[src/rtl/efrt_pkg.sv]
// Shared types and constants for the event fragment reassembly table.
package efrt_pkg;

	typedef enum logic [1:0] {
		OP_CHUNK   = 2'd0,
		OP_TICK    = 2'd1,
		OP_RELEASE = 2'd2,
		OP_NONE    = 2'd3
	} op_t;

	typedef enum logic [2:0] {
		ST_ACCEPTED  = 3'd0,
		ST_DUPLICATE = 3'd1,
		ST_COMPLETE  = 3'd2,
		ST_REAPED    = 3'd3,
		ST_BAD_INDEX = 3'd4,
		ST_NO_SLOT   = 3'd5,
		ST_RELEASED  = 3'd6
	} status_t;

	typedef enum logic [1:0] {
		SLOT_FREE       = 2'd0,
		SLOT_ASSEMBLING = 2'd1,
		SLOT_DONE       = 2'd2
	} slot_st_t;

	typedef enum logic [2:0] {
		FSM_IDLE,
		FSM_SCAN,
		FSM_ARRIVE,
		FSM_TICK,
		FSM_RELEASE,
		FSM_OUT
	} fsm_t;

	localparam int unsigned TIMEOUT_RESET = 1000;

	typedef struct packed {
		logic [1:0]  operation;
		logic [31:0] event_id;
		logic [7:0]  chunk_index;
		logic [5:0]  release_slot;
	} in_item_t;

	typedef struct packed {
		logic [2:0]  status;
		logic [31:0] event_id_res;
		logic [5:0]  slot;
		logic [7:0]  chunk_index_res;
		logic        last;
	} out_item_t;

endpackage

[src/rtl/efrt_if.sv]
// Valid/ready channel interfaces for input and result items.
interface efrt_in_if;
	logic                valid;
	logic                ready;
	efrt_pkg::in_item_t  data;
	modport source (output valid, output data, input ready);
	modport sink (input valid, input data, output ready);
endinterface

interface efrt_out_if;
	logic                valid;
	logic                ready;
	efrt_pkg::out_item_t data;
	modport source (output valid, output data, input ready);
	modport sink (input valid, input data, output ready);
endinterface

[src/rtl/efrt_slot_mem.sv]
// Per-slot record memory: id, chunk map and deadline, registered read.
module efrt_slot_mem #(
	parameter int SLOTS = 32,
	parameter int CHUNKS = 16,
	parameter int AW = 5
) (
	input  logic                 clk,
	input  logic                 we,
	input  logic [AW-1:0]        waddr,
	input  logic [31:0]          wid,
	input  logic [CHUNKS-1:0]    wmap,
	input  logic [31:0]          wdl,
	input  logic [AW-1:0]        raddr,
	output logic [31:0]          rid,
	output logic [CHUNKS-1:0]    rmap,
	output logic [31:0]          rdl
);
	logic [31:0]       id_mem [SLOTS];
	logic [CHUNKS-1:0] map_mem [SLOTS];
	logic [31:0]       dl_mem [SLOTS];

	// write port
	always_ff @(posedge clk) begin
		if (we) begin
			id_mem[waddr]  <= wid;
			map_mem[waddr] <= wmap;
			dl_mem[waddr]  <= wdl;
		end
	end

	// registered read port
	always_ff @(posedge clk) begin
		rid  <= id_mem[raddr];
		rmap <= map_mem[raddr];
		rdl  <= dl_mem[raddr];
	end
endmodule

[src/rtl/event_fragment_reassembly_table_top.sv]
// Top level of the event fragment reassembly table.
// Usage: items enter on in_ch (operation, event_id, chunk_index, release_slot);
// results leave on out_ch, last marking the final result of an item.
// timeout_ticks is written through cfg_we/cfg_wdata; the user must do so
// only while the block is idle, as the block itself does not enforce it.
// A chunk arrival scans the slot records one per cycle through the record
// memory read port and allocates the first free slot if none matches; a
// chunk that joins a slot found in the table rereads that record before
// its result is handed over; a bad chunk index is answered without a scan.
// A tick visits every slot the same way, reading each assembling slot and
// judging its deadline from the read data; while a reaped result waits for
// the receiver, the scan holds. The newest reaped item is held back until
// the scan shows whether it is the last one. A release reads the slot record
// and then frees it. One item is in work at a time.
// Results sit in an output register; while the receiver stalls the block
// holds its result and takes no further item. Reset frees all slots, zeroes
// time and sets timeout_ticks to 1000; the record memory is not cleared, as
// free slots are never read.
module event_fragment_reassembly_table_top #(
	parameter int SLOTS = 32,
	parameter int CHUNKS = 16
) (
	input  logic        clk,
	input  logic        arst_n,
	efrt_in_if.sink     in_ch,
	efrt_out_if.source  out_ch,
	input  logic        cfg_we,
	input  logic [15:0] cfg_wdata
);
	localparam int AW = (SLOTS > 1) ? $clog2(SLOTS) : 1;
	localparam int CW = $clog2(SLOTS + 1);

	efrt_pkg::fsm_t     state_q, state_d;
	efrt_pkg::in_item_t item_q;
	efrt_pkg::slot_st_t sstate_q [SLOTS];
	logic [15:0]        timeout_q;
	logic [31:0]        now_q;
	logic [CW-1:0]      idx_q;       // scan position
	logic               rd_v_q;      // memory data for idx_q-1 valid
	logic [AW-1:0]      rd_a_q;
	logic               found_q, free_v_q;
	logic [AW-1:0]      found_q_a, free_q_a;
	logic               more_q;      // reap_q holds a reaped item not yet shown
	efrt_pkg::out_item_t reap_q;
	efrt_pkg::out_item_t res_q;
	logic               res_v_q;

	logic               we;
	logic [AW-1:0]      waddr, raddr;
	logic [31:0]        wid, wdl, rid, rdl;
	logic [CHUNKS-1:0]  wmap, rmap;

	efrt_slot_mem #(.SLOTS(SLOTS), .CHUNKS(CHUNKS), .AW(AW)) u_mem (
		.clk, .we, .waddr, .wid, .wmap, .wdl, .raddr, .rid, .rmap, .rdl
	);

	logic               chunk_bad;
	logic [CHUNKS-1:0]  bit_m;
	logic [31:0]        diff;
	logic               rel_ok;
	logic               scan_end;

	assign chunk_bad = ({24'd0, item_q.chunk_index} >= 32'(CHUNKS));
	assign bit_m     = CHUNKS'(1) << item_q.chunk_index[$clog2(CHUNKS+1)-1:0];
	assign diff      = now_q - rdl;
	assign rel_ok    = ({26'd0, item_q.release_slot} < 32'(SLOTS)) &&
		(sstate_q[item_q.release_slot[AW-1:0]] == efrt_pkg::SLOT_DONE);
	assign scan_end  = (idx_q == CW'(SLOTS));
	assign raddr     = (state_q == efrt_pkg::FSM_ARRIVE) ? found_q_a :
		(state_q == efrt_pkg::FSM_RELEASE) ? item_q.release_slot[AW-1:0] :
		idx_q[AW-1:0];

	assign in_ch.ready  = (state_q == efrt_pkg::FSM_IDLE) && !res_v_q;
	assign out_ch.valid = res_v_q;
	assign out_ch.data  = res_q;

	// next state and memory write
	always_comb begin
		state_d = state_q;
		we = 1'b0;
		waddr = found_q_a;
		wid = item_q.event_id;
		wmap = rmap | bit_m;
		wdl = rdl;
		unique case (state_q)
			efrt_pkg::FSM_IDLE: begin
				if (in_ch.valid && in_ch.ready) begin
					unique case (efrt_pkg::op_t'(in_ch.data.operation))
						efrt_pkg::OP_CHUNK:   state_d = efrt_pkg::FSM_SCAN;
						efrt_pkg::OP_TICK:    state_d = efrt_pkg::FSM_TICK;
						efrt_pkg::OP_RELEASE: state_d = efrt_pkg::FSM_RELEASE;
						default:              state_d = efrt_pkg::FSM_IDLE;
					endcase
				end
			end
			efrt_pkg::FSM_SCAN: begin
				if (chunk_bad) state_d = efrt_pkg::FSM_OUT;
				else if (found_q) state_d = efrt_pkg::FSM_ARRIVE;
				else if (scan_end && !rd_v_q) begin
					if (!free_v_q) state_d = efrt_pkg::FSM_OUT;
					else begin
						// fresh allocation
						we = 1'b1;
						waddr = free_q_a;
						wmap = bit_m;
						wdl = now_q + {16'd0, timeout_q};
						state_d = efrt_pkg::FSM_OUT;
					end
				end
			end
			efrt_pkg::FSM_ARRIVE: begin
				if (rd_v_q) begin
					we = ((rmap & bit_m) == '0);
					state_d = efrt_pkg::FSM_OUT;
				end
			end
			efrt_pkg::FSM_TICK: begin
				if (scan_end && !rd_v_q && !more_q) state_d = efrt_pkg::FSM_OUT;
			end
			efrt_pkg::FSM_RELEASE: begin
				if (rd_v_q || !rel_ok) state_d = efrt_pkg::FSM_OUT;
			end
			efrt_pkg::FSM_OUT: begin
				if (!res_v_q) state_d = efrt_pkg::FSM_IDLE;
			end
			default: state_d = efrt_pkg::FSM_IDLE;
		endcase
	end

	// state register
	always_ff @(posedge clk or negedge arst_n) begin
		if (!arst_n) state_q <= efrt_pkg::FSM_IDLE;
		else state_q <= state_d;
	end

	// datapath and slot state flags
	always_ff @(posedge clk or negedge arst_n) begin
		if (!arst_n) begin
			for (int i = 0; i < SLOTS; i++) sstate_q[i] <= efrt_pkg::SLOT_FREE;
			timeout_q <= 16'(efrt_pkg::TIMEOUT_RESET);
			now_q <= '0;
			idx_q <= '0;
			rd_v_q <= 1'b0;
			rd_a_q <= '0;
			found_q <= 1'b0;
			free_v_q <= 1'b0;
			found_q_a <= '0;
			free_q_a <= '0;
			more_q <= 1'b0;
			reap_q <= '0;
			res_v_q <= 1'b0;
			res_q <= '0;
			item_q <= '0;
		end else begin
			if (cfg_we) timeout_q <= cfg_wdata;
			if (out_ch.valid && out_ch.ready) res_v_q <= 1'b0;
			unique case (state_q)
				efrt_pkg::FSM_IDLE: begin
					idx_q <= '0;
					rd_v_q <= 1'b0;
					found_q <= 1'b0;
					free_v_q <= 1'b0;
					more_q <= 1'b0;
					if (in_ch.valid && in_ch.ready) begin
						item_q <= in_ch.data;
						if (in_ch.data.operation == efrt_pkg::OP_TICK) now_q <= now_q + 32'd1;
					end
				end
				efrt_pkg::FSM_SCAN: begin
					res_q <= '{status: 3'(efrt_pkg::ST_BAD_INDEX),
						event_id_res: item_q.event_id, slot: '0,
						chunk_index_res: item_q.chunk_index, last: 1'b1};
					if (!chunk_bad) begin
						// issue reads for slots in order; flags decide which need data
						if (!scan_end) begin
							idx_q <= idx_q + CW'(1);
							rd_a_q <= idx_q[AW-1:0];
							rd_v_q <= (sstate_q[idx_q[AW-1:0]] == efrt_pkg::SLOT_ASSEMBLING)
								&& !found_q;
							if (sstate_q[idx_q[AW-1:0]] == efrt_pkg::SLOT_FREE && !free_v_q
								&& !found_q) begin
								free_v_q <= 1'b1;
								free_q_a <= idx_q[AW-1:0];
							end
						end else rd_v_q <= 1'b0;
						if (rd_v_q && !found_q && rid == item_q.event_id) begin
							found_q <= 1'b1;
							found_q_a <= rd_a_q;
							rd_v_q <= 1'b0;
						end
						if (scan_end && !rd_v_q && !found_q) begin
							if (!free_v_q) res_q.status <= 3'(efrt_pkg::ST_NO_SLOT);
							else begin
								sstate_q[free_q_a] <= (CHUNKS == 1) ?
									efrt_pkg::SLOT_DONE : efrt_pkg::SLOT_ASSEMBLING;
								res_q.status <= (CHUNKS == 1) ? 3'(efrt_pkg::ST_COMPLETE)
									: 3'(efrt_pkg::ST_ACCEPTED);
								res_q.slot <= 6'(free_q_a);
							end
						end
					end
				end
				efrt_pkg::FSM_ARRIVE: begin
					rd_v_q <= 1'b1;
					if (rd_v_q) begin
						res_q.slot <= 6'(found_q_a);
						if ((rmap & bit_m) != '0) res_q.status <= 3'(efrt_pkg::ST_DUPLICATE);
						else if ((rmap | bit_m) == '1) begin
							res_q.status <= 3'(efrt_pkg::ST_COMPLETE);
							sstate_q[found_q_a] <= efrt_pkg::SLOT_DONE;
						end else res_q.status <= 3'(efrt_pkg::ST_ACCEPTED);
					end
				end
				efrt_pkg::FSM_TICK: begin
					// read an assembling slot, judge its deadline the next cycle;
					// the newest reaped item waits in reap_q until the next one shows or the scan ends
					if (rd_v_q) begin
						rd_v_q <= 1'b0;
						if (diff != '0 && !diff[31]) begin
							sstate_q[rd_a_q] <= efrt_pkg::SLOT_FREE;
							reap_q <= '{status: 3'(efrt_pkg::ST_REAPED), event_id_res: rid,
								slot: 6'(rd_a_q), chunk_index_res: '0, last: 1'b0};
							more_q <= 1'b1;
							if (more_q) begin
								res_q <= reap_q;
								res_v_q <= 1'b1;
							end
						end
					end else if (scan_end) begin
						// scan done: the held item is the last one
						if (more_q && !res_v_q) begin
							res_q <= '{status: reap_q.status,
								event_id_res: reap_q.event_id_res, slot: reap_q.slot,
								chunk_index_res: reap_q.chunk_index_res, last: 1'b1};
							res_v_q <= 1'b1;
							more_q <= 1'b0;
						end
					end else if (!more_q || !res_v_q) begin
						idx_q <= idx_q + CW'(1);
						rd_a_q <= idx_q[AW-1:0];
						rd_v_q <= (sstate_q[idx_q[AW-1:0]] == efrt_pkg::SLOT_ASSEMBLING);
					end
				end
				efrt_pkg::FSM_RELEASE: begin
					rd_v_q <= rel_ok;
					if (rd_v_q) begin
						sstate_q[item_q.release_slot[AW-1:0]] <= efrt_pkg::SLOT_FREE;
						res_q <= '{status: 3'(efrt_pkg::ST_RELEASED), event_id_res: rid,
							slot: item_q.release_slot, chunk_index_res: '0, last: 1'b1};
						res_v_q <= 1'b1;
					end
				end
				efrt_pkg::FSM_OUT: begin
					if (item_q.operation == efrt_pkg::OP_CHUNK && !res_v_q && !more_q) begin
						res_v_q <= 1'b1;
						more_q <= 1'b0;
						item_q.operation <= efrt_pkg::OP_NONE;
					end
				end
				default: ;
			endcase
		end
	end

	// a result is held while the receiver stalls
	a_hold: assert property (@(posedge clk) disable iff (!arst_n)
		out_ch.valid && !out_ch.ready |=> out_ch.valid && $stable(out_ch.data))
		else $error("result dropped under stall");
	a_no_in_busy: assert property (@(posedge clk) disable iff (!arst_n)
		state_q != efrt_pkg::FSM_IDLE |-> !in_ch.ready)
		else $error("item taken while busy");
	a_one_wr: assert property (@(posedge clk) disable iff (!arst_n)
		we |-> state_q == efrt_pkg::FSM_SCAN || state_q == efrt_pkg::FSM_ARRIVE)
		else $error("record write outside arrival");
endmodule
[src/flat_wrapper.sv]
// flat-port wrapper written by rule: the top's interface ports become plain ports
module event_fragment_reassembly_table_top_flat 
#(
	parameter int SLOTS = 32,
	parameter int CHUNKS = 16
)
  (clk, arst_n, cfg_we, cfg_wdata, in_ch_valid, in_ch_data, in_ch_ready, out_ch_valid, out_ch_data, out_ch_ready);
  efrt_in_if in_ch_i ();
  efrt_out_if out_ch_i ();
  input  logic clk;
  input  logic arst_n;
  input  logic cfg_we;
  input  logic [15:0] cfg_wdata;
  input wire logic [$bits(in_ch_i.valid)-1:0] in_ch_valid;
  input wire logic [$bits(in_ch_i.data)-1:0] in_ch_data;
  output wire logic [$bits(in_ch_i.ready)-1:0] in_ch_ready;
  output wire logic [$bits(out_ch_i.valid)-1:0] out_ch_valid;
  output wire logic [$bits(out_ch_i.data)-1:0] out_ch_data;
  input wire logic [$bits(out_ch_i.ready)-1:0] out_ch_ready;
  assign in_ch_i.valid = in_ch_valid;
  assign in_ch_i.data = in_ch_data;
  assign in_ch_ready = in_ch_i.ready;
  assign out_ch_valid = out_ch_i.valid;
  assign out_ch_data = out_ch_i.data;
  assign out_ch_i.ready = out_ch_ready;
  event_fragment_reassembly_table_top #(.SLOTS(SLOTS), .CHUNKS(CHUNKS)) u_core (.clk(clk), .arst_n(arst_n), .in_ch(in_ch_i), .out_ch(out_ch_i), .cfg_we(cfg_we), .cfg_wdata(cfg_wdata));
endmodule
[config.mk]
export PLATFORM = sky130hd
export DESIGN_NAME = event_fragment_reassembly_table_top_flat
export DESIGN_NICKNAME = d
export VERILOG_FILES = /design/src/rtl/efrt_pkg.sv /design/src/rtl/efrt_if.sv /design/src/rtl/efrt_slot_mem.sv /design/src/rtl/event_fragment_reassembly_table_top.sv /design/src/flat_wrapper.sv
export SDC_FILE = /design/constraint.sdc
export NUM_CORES = 2
export LEC_CHECK = 0
export BUFFER_PORTS_ARGS = -buffer_cell sky130_fd_sc_hd__buf_2
export CORE_AREA = 2 2 640 642
export CTS_BUF_LIST = sky130_fd_sc_hd__clkbuf_8 sky130_fd_sc_hd__clkbuf_16
export DETAILED_ROUTE_END_ITERATION = 7
export DIE_AREA = 0 0 642 644
export GPL_TIMING_DRIVEN = 1
export PLACE_DENSITY = 0.43
export SETUP_SLACK_MARGIN = 0.15
export SYNTH_ARGS = -nofsm -noshare
export SYNTH_HDL_FRONTEND = slang
export SYNTH_SLANG_ARGS = --single-unit
[constraint.sdc]
create_clock -name clk -period 7.25 [get_ports clk]
set_input_delay 1.45 -clock clk [delete_from_list [all_inputs] [get_ports clk]]
set_output_delay 1.45 -clock clk [all_outputs]
set_load 0.01 [all_outputs]
==> impl_metrics.yaml <==
yosys:
  synth_top_area_frac: 0.632
  synth_edf_count: 2560
  synth_flop_cell: "edfxtp_1"
  synth_area_per_cell_um2: 12.5
  yosysMostFrequentCell: "nand2_1"
  yosys_warnings: 0
  ys_top_cells_by_count: "nand2_1 (2825), edfxtp_1 (2560), nand3_1 (637), clkbuf_1 (599), a311oi_1 (434)"
  synth_cell_types: 94
  synth-async-reset-ratio: 0.0950
  synthTopCellsByArea: "edfxtp_1 (63%), nand2_1 (8.7%), dfrtp_1 (5.6%), a311oi_1 (3.1%), nand3_1 (2.6%)"
  ys_seq_elements: 2917
  synth_top_area_cell: "edfxtp_1"
  syn_area_mm2: 0.122
  yosysSeqAreaShare: 0.703
  synth_nets: 9851
  synthCells: 9730
global_route:
  grt_pass1_wl_mm: 589
  grt_max_degree: 130
  grt_pass1_vias: 79000
  grt_usage: 0.192
  overflow: 0
  antenna_found_initial: 16
setup_path:
  start_kind: "register"
  worstSetupStartpoint: "u_core.state_q[2]$_DFFE_PN0P_"
  worst_setup_path_end_kind: "register"
  crit_type: "register to register"
  worstPathArrival_ns: 6.39
  r2r_cells: 9
  r2r_end: "u_core.u_mem.dl_mem[16][14]$_DFFE_PP_"
  rr_startpoint: "u_core.state_q[2]$_DFFE_PN0P_"
  crit_fanout: 30
  worstPathRequired_ns: 7.79
  endpoint: "u_core.u_mem.dl_mem[16][14]$_DFFE_PP_"
  ff2ff_setup_slack_ns: 1.40
floorplanning:
  dieArea_mm2: 0.413
  die_y_um: 644
  die_w_um: 642
  row_count: 235
  start_util: 0.298
  core-area_mm2: 0.408
  ios: 121
timing:
  worst_pin_slew_ns: 1.29
  fin_crit_ns: 5.85
  relSlewSlack: 0.140
  rsz0062_at_grt: "false"
  setup_viol: 0
  hold_slack_ns: 0.469
  fin_crit_sh: 0.806
  finalSetupTns_ns: 0
  finalHoldViolCount: 0
  max_freq_mhz: 171
  fin_skew_ns: 0.0733
  maxSlewViolCount: 0
power_and_ir_drop:
  power_switching_share: 0.404
  ir_drop_uv: 394
  p_seq_frac: 0.344
  p_comb_frac: 0.399
  p_leak_nw: 50.2
  p_int_mw: 38.4
  power.switching_mw: 26.0
  powerDensity_mw_per_mm2: 458
  clockPowerShare: 0.257
  finalPower_mw: 64.4
clocking:
  cts.path.max_buffers: 4
  clkSlewWorstSetupHoldPaths_ns: 0.07
  numCtsBuffers: 330
  cts.sinks: 2917
  tritoncts: "done"
  htree_num_levels: 5
  cts_resized: 0
  post_cts_buffers: 0
  clk-insertion-delay-late_ns: 0.96
  hold_buffers: 0
  ctsRootBufferMaster: "clkbuf_16"
placed_design:
  hpwl_mm: 219
  gp_congestion: 0.849
  io_buffer_count: 120
final_layout:
  fill_cells: 39800
  final_nets: 9909
  drive_gt1_frac: 0.113
  area_growth_pct: 15.8
  fin_util: 0.345
routing:
  drtAntennaViolNets: 0
  drtIter0Drc: 7305
  first_pass_iters: 6
  vias: 81200
  viasPerCell: 5.23
  drc_errors: 0
  routed_wl_mm: 411
  avgRoutedWirePerCell_um: 26.5
hold_path:
  hold_path_class: "primary input to asynchronous set/reset pin"
run_status:
  status: "complete, no violations"
job:
  maxCapViolations: 0
==> flip-flops by register name (all words and copies together) (netlist names), 3 cells and up <==
| register | flops |
|---|---|
| u_core.now_q | 32 |
| u_core.timeout_q | 16 |
| u_core.wid | 32 |
| u_core.state_q | 3 |
| u_core.found_q_a | 5 |
| u_core.reap_q | 38 |
| u_core.u_mem.rmap | 16 |
| u_core.sstate_q | 64 |
| u_core.u_mem.dl_mem | 1024 |
| u_core.u_mem.map_mem | 512 |
| u_core.rd_a_q | 5 |
| u_core.u_mem.rid | 32 |
| u_core.idx_q | 6 |
| u_core.out_ch.data | 50 |
| u_core.u_mem.rdl | 32 |
| u_core.free_q_a | 5 |
| u_core.item_q | 16 |
| u_core.u_mem.id_mem | 1024 |
==> metal layers <==
layer / up-vias / GRT usage / part of all wire
met3: 464 / 0.0240 / 0.055
met1: 42100 / 0.276 / 0.46
met5: - / 0 / 0.000032
met4: 2 / 0.0417 / 0.020
li1: 36200 / - / -
met2: 2459 / 0.310 / 0.46
==> power by group through the flow <==
stage               Clock, mW  Combinational (mW)  Sequential, mW
floorplan                   0                15.3            22.5
global placement            0                25.7            22.5
detailed placement          0                25.9            22.5
CTS                      17.0                26.0            22.2
global route             17.6                28.1            22.2
finish                   16.5                25.7            22.2
==> cell families (layout without fill, tap and decap cells) <==
kind of cell,Yosys count,count (layout),share of synthesized area
and+or+nand+nor,4200,4200,0.149
DFF,2917,2917,0.703
AOI/OAI and AO/OA,1478,1478,0.0876
buffers and inverters,756,1090,0.0241
muxes,219,219,0.0236
xor gates and xnor gates,108,108,0.00784
adders and majority gates,52,52,0.00548
other,0,1,0
==> placed cells by master (no fill, tap or decap), types with 112 or more instances in the layout <==
cell type	synthesis	layout
buf_2	23	119
dfrtp_1	271	270
nand2_1	2825	2823
buf_4	2	218
inv_1	62	153
nor2_1	148	112
nand3_1	637	637
a21oi_1	232	231
a311oi_1	434	434
and3_1	388	388
a31oi_1	225	224
clkbuf_16	0	338
edfxtp_1	2560	2560
a211oi_1	137	137
==> final cells by class <==
class / instances / area, um^2 / area share
clock inverters: 245 / 1860 / 0.0132
clock buffers: 363 / 8800 / 0.0625
diodes: 1 / 2.50 / 0.0000178
flip-flops and latches: 2917 / 85400 / 0.607
multi-input cells: 6057 / 33700 / 0.240
repair buffers: 419 / 3870 / 0.0275
inverters: 63 / 236 / 0.00168
well taps: 5451 / 6820 / 0.0485
==> worst min path at each step <==
stage	endpoint	slack, ns
after detailed placement	u_core.out_ch.data[40]$_DFFE_PN0P_	0.48
after global routing	u_core.item_q[7]$_DFFE_PN0P_	0.49
after global placement	u_core.out_ch.data[40]$_DFFE_PN0P_	0.47
after CTS	u_core.free_q_a[0]$_DFFE_PN0P_	0.42
after floorplan	u_core.reap_q[47]$_DFFE_PN0P_	0.46
final	u_core.item_q[7]$_DFFE_PN0P_	0.47
==> worst max-delay path: stages (launching register included) <==
cell and delay (ns):
dfrtp_1 0.64, inv_1 0.47, nand2_1 0.17, nor2_1 0.95
nand2b_4 0.46, mux2i_1 0.37, and2_1 0.19, nand2_1 0.47
nor2_4 1.00, buf_4 0.60
==> metrics by stage <==
stage / instance area, um^2 / worst slack [ns] / instances
final: 141000 / 1.40 / 15500
after global placement: 130000 / 1.47 / 14900
after global routing: 141000 / 1.11 / 15500
after CTS: 141000 / 1.37 / 15500
after floorplan: 122000 / 0.615 / 9730
after detailed placement: 130000 / 1.44 / 14900
Power figures use the tool's default switching activity.
